File: src/hdl/sfnms_iou.sv
// ---------------------------------------------------------------------------
// sfnms_iou
// Pipelined overlap test: stage one forms spans, stage two the intersection
// and box areas; the union and the cross-multiplied compare against the
// threshold follow combinationally on the registered stage-two values.
// ---------------------------------------------------------------------------
module sfnms_iou
(
    input  logic        clk,
    input  logic [63:0] box_a,
    input  logic [63:0] box_b,
    input  logic [15:0] ovl_limit,
    output logic        overlap
);

    logic [15:0] iw_reg, ih_reg, aw_reg, ah_reg, bw_reg, bh_reg;
    logic [15:0] iw_next, ih_next, aw_next, ah_next, bw_next, bh_next;
    logic [31:0] inter_reg, area_a_reg, area_b_reg;
    logic [31:0] inter_next, area_a_next, area_b_next;
    logic [33:0] uni;
    logic [49:0] lhs, rhs;

    function automatic logic [15:0] span(input logic [15:0] lo, input logic [15:0] hi);
        span = (hi > lo) ? (hi - lo) : 16'd0;
    endfunction

    function automatic logic [15:0] max16(input logic [15:0] a, input logic [15:0] b);
        max16 = (a > b) ? a : b;
    endfunction

    function automatic logic [15:0] min16(input logic [15:0] a, input logic [15:0] b);
        min16 = (a < b) ? a : b;
    endfunction

    // form clamped spans
    always_comb
    begin
        iw_next = span(max16(box_a[15:0], box_b[15:0]), min16(box_a[47:32], box_b[47:32]));
        ih_next = span(max16(box_a[31:16], box_b[31:16]), min16(box_a[63:48], box_b[63:48]));
        aw_next = span(box_a[15:0], box_a[47:32]);
        ah_next = span(box_a[31:16], box_a[63:48]);
        bw_next = span(box_b[15:0], box_b[47:32]);
        bh_next = span(box_b[31:16], box_b[63:48]);
    end

    // form intersection and areas
    always_comb
    begin
        inter_next  = {16'd0, iw_reg} * {16'd0, ih_reg};
        area_a_next = {16'd0, aw_reg} * {16'd0, ah_reg};
        area_b_next = {16'd0, bw_reg} * {16'd0, bh_reg};
    end

    always_ff @(posedge clk)
    begin
        iw_reg     <= iw_next;
        ih_reg     <= ih_next;
        aw_reg     <= aw_next;
        ah_reg     <= ah_next;
        bw_reg     <= bw_next;
        bh_reg     <= bh_next;
        inter_reg  <= inter_next;
        area_a_reg <= area_a_next;
        area_b_reg <= area_b_next;
    end

    // compare intersection against threshold times union
    always_comb
    begin
        uni     = {2'b0, area_a_reg} + {2'b0, area_b_reg} - {2'b0, inter_reg};
        lhs     = {2'b0, inter_reg, 16'd0};
        rhs     = {16'd0, uni} * {34'd0, ovl_limit};
        overlap = (uni != 34'd0) && (lhs > rhs);
    end

endmodule

File: config.mk
export PLATFORM = sky130hd
export DESIGN_NAME = sfnms_iou
export DESIGN_NICKNAME = d
export VERILOG_FILES = /design/src/hdl/sfnms_iou.sv
export SDC_FILE = /design/constraint.sdc
export NUM_CORES = 2
export LEC_CHECK = 0
export ABC_AREA = 1
export BUFFER_PORTS_ARGS = -buffer_cell sky130_fd_sc_hd__buf_2
export CELL_PAD_IN_SITES_DETAIL_PLACEMENT = 0
export CELL_PAD_IN_SITES_GLOBAL_PLACEMENT = 1
export CORE_MARGIN = 10
export CORE_UTILIZATION = 50
export DETAILED_ROUTE_END_ITERATION = 7
export HOLD_SLACK_MARGIN = 0.03
export PLACE_DENSITY = 0.94
export SLEW_MARGIN = 10
export SYNTH_ARGS = -nofsm -noshare
export SYNTH_HDL_FRONTEND = slang
export SYNTH_SLANG_ARGS = --single-unit
File: constraint.sdc
create_clock -name clk -period 19.65 [get_ports clk]
set_input_delay 5.895 -clock clk [delete_from_list [all_inputs] [get_ports clk]]
set_output_delay 5.895 -clock clk [all_outputs]
set_load 0.05 [all_outputs]
==> impl_metrics.env <==
export IMPL_status="finished, final reports clean"
export IMPL_ys_seq_elements=192
export IMPL_ys_top_cells_by_area="fa_1, ha_1, inv_1, nand2_1, dfxtp_1"
export IMPL_drtAntennaViolNets=0
export IMPL_cp_startpoint="ovl_limit[5]"
export IMPL_path_clk_slew_ns=0.07
export IMPL_clock_root_buffer="clkbuf_16"
export IMPL_fin_util_pct=52.5
export IMPL_final_area_sq_um=61800
export IMPL_grt_first_pass_wirelength_mm=277
export IMPL_fmax_mhz=51.9
export IMPL_drt_initial_drc_count=3543
export IMPL_grt_pass1_vias=52000
export IMPL_clock_sinks=192
export IMPL_r2r_slack_ns=13.24
export IMPL_fillers=11300
export IMPL_die_width_um=364
export IMPL_vias=49300
export IMPL_slew_headroom_pct=24.0
export IMPL_vias_per_cell=5.19
export IMPL_hold_depth=3
export IMPL_postCtsHoldBufs=0
export IMPL_clock_latency_ns=0.48
export IMPL_synth_fp_nets=9870
export IMPL_first_pass_iters=6
export IMPL_post_drt_wl_per_cell_um=18.0
export IMPL_syn_inst=8002
export IMPL_syn_mean_instance_area_sq_um=7.39
export IMPL_grt_usage_pct=26.4
export IMPL_cp_slowest_cell="fa_1"
export IMPL_worst_setup_path_type="input port to output port"
export IMPL_yosysTopAreaCell="fa_1"
export IMPL_ys_types=59
export IMPL_syn_to_final_growth_pct=4.52
export IMPL_io_buffers=145
export IMPL_rsz0062_at_grt="false"
export IMPL_drive_gt1_share_pct=4.67
export IMPL_die_y_um=364
export IMPL_gp_congestion=0.971
export IMPL_ioPinCount=146
export IMPL_max_stage_delay_ns=0.58
export IMPL_fin_crit_ns=19.27
export IMPL_ys_flop_type="dfxtp_1"
export IMPL_setup_tns_ns=0
export IMPL_globalRoute_totalOverflow=0
export IMPL_diodes=0
export IMPL_hold_violations=0
export IMPL_placed_cell_area_sq_um=61100
export IMPL_start_util_pct=50.2
export IMPL_htree_levels=4
export IMPL_required_ns=13.75
export IMPL_numCtsBuffers=17
export IMPL_yosysTopAreaCellShare_pct=36.1
export IMPL_synth_edff_count=0
export IMPL_std_cell_rows=126
export IMPL_cap_violations=0
export IMPL_crit_fanout=12
export IMPL_core_area_sq_um=118000
export IMPL_endpoint="overlap"
export IMPL_cts_tree="built"
export IMPL_syn_area_sq_um=59100
export IMPL_setup_viol=0
export IMPL_clock_skew_ns=0.0136
export IMPL_fin_hold_ws_ns=0.650
export IMPL_start_kind="input port"
export IMPL_tightest_slew_ns=1.14
export IMPL_worstPathArrival_ns=13.37
export IMPL_r2r_end="inter_reg[20]$_DFF_P_"
export IMPL_timing_final_crit_share_pct=98.0
export IMPL_wl_mm=171
export IMPL_final_net_count=9800
export IMPL_cts_path_max_buffers=2
export IMPL_dieArea_sq_um=132000
export IMPL_synthArstFlopShare_pct=0
export IMPL_cp_common_cell="nand2_1"
export IMPL_yosysWarningCount=0
export IMPL_hold_path_class="flop to flop"
export IMPL_drc=0
export IMPL_yosysSeqAreaShare_pct=6.50
export IMPL_ff2ff_path_depth=21
export IMPL_antenna_found_initial=3
export IMPL_cp_end_kind="output port"
export IMPL_hpwl_mm=146
export IMPL_report_final_slew_viol_count=0
export IMPL_reg2reg_from="ih_reg[2]$_SDFF_PP0_"
export IMPL_grt_max_degree=35
==> per-stage QoR <==
stage	instances	setup slack [ns]
floorplan	8002	1.32
global placement	9444	0.141
detailed placement	9444	0.110
CTS	9476	0.0857
global route	9481	0.0171
finish	9481	0.385
==> area by class of cell <==
| type | instances | area, sq um | area share, % |
|---|---|---|---|
| tap | 1536 | 1920 | 3.11 |
| sequential | 192 | 3840 | 6.22 |
| multi-input combinational | 5358 | 46100 | 74.6 |
| clock buffer | 19 | 443 | 0.717 |
| inverter | 2168 | 8150 | 13.2 |
| timing repair buffer | 195 | 1130 | 1.83 |
| clock inverter | 13 | 219 | 0.354 |
==> logic make-up after synthesis <==
group | after synthesis | share of synthesized area [%]
AOI/OAI and AO/OA | 657 | 6.41
DFF | 192 | 6.50
xor gates and xnor gates | 157 | 2.39
adders and majority gates | 1723 | 50.0
buffers and inverters | 2452 | 15.6
and+or+nand+nor | 2821 | 19.1
==> how the worst min path moves through the flow <==
| stage | endpoint | slack, ns | startpoint |
|---|---|---|---|
| floorplan | area_a_reg[0]$_DFF_P_ | 0.57 | ah_reg[0]$_SDFF_PP0_ |
| global placement | inter_reg[0]$_DFF_P_ | 0.65 | iw_reg[0]$_SDFF_PP0_ |
| detailed placement | inter_reg[0]$_DFF_P_ | 0.64 | iw_reg[0]$_SDFF_PP0_ |
| CTS | inter_reg[0]$_DFF_P_ | 0.64 | iw_reg[0]$_SDFF_PP0_ |
| global route | inter_reg[0]$_DFF_P_ | 0.68 | iw_reg[0]$_SDFF_PP0_ |
| finish | inter_reg[0]$_DFF_P_ | 0.65 | iw_reg[0]$_SDFF_PP0_ |
==> worst max-delay path: cells and delay by family <==
family	cells	cell delay (ns)
adder cells (fa/ha/maj)	8	3.59
AND/OR/NAND/NOR	18	1.76
buffers and inverters	9	1.04
AO/OA/AOI/OAI	4	0.89
XOR/XNOR	1	0.16
==> per-layer routing <==
metal	vias up	part of all wire, %	global-route usage (%)
li1	23200	-	-
met1	23900	41	32.7
met2	1787	47	44.6
met3	357	6.9	4.28
met4	0	5.6	12.6
met5	-	0	0
==> cell usage in the layout (no fill, tap or decap), types with 119 or more instances in the layout <==
| master | netlist | routed |
|---|---|---|
| nand3_1 | 119 | 119 |
| buf_2 | 20 | 142 |
| o21ai_0 | 148 | 148 |
| dfxtp_1 | 192 | 192 |
| nor2_1 | 540 | 540 |
| nand2_1 | 1969 | 1969 |
| a21oi_1 | 341 | 341 |
| inv_1 | 2135 | 2132 |
| ha_1 | 657 | 657 |
| fa_1 | 1066 | 1066 |
==> cell usage after synthesis, types with 3 or more instances <==
master	instances
a211oi_1	9
a21boi_0	10
a21boi_1	3
a21o_1	27
a21oi_1	341
a21oi_2	7
a221oi_1	6
a31o_2	4
a31oi_1	11
and2_1	5
buf_2	20
clkbuf_1	263
clkinv_1	13
dfxtp_1	192
fa_1	1066
ha_1	657
inv_1	2135
inv_2	20
nand2_1	1969
nand2_2	37
nand2_4	4
nand3_1	119
nand3_2	11
nand3b_1	4
nand4_1	34
nor2_1	540
nor2_2	9
nor2_4	7
nor3_1	34
nor4_1	19
o2111ai_1	7
o211ai_1	11
o21a_1	12
o21ai_0	148
o21ai_1	8
o21ai_2	6
o21bai_1	27
o21bai_2	4
o221ai_1	4
or2_2	20
xnor2_1	55
xor2_1	100
==> timing repair <==
item,4_1_cts,5_1_grt
endpoints found under the setup margin,0,1
gates resized for setup,0,8
buffers inserted,0,5
Power is not shown: default switching activity piles up to over one toggle a cycle in this logic, so the estimate is an artifact.
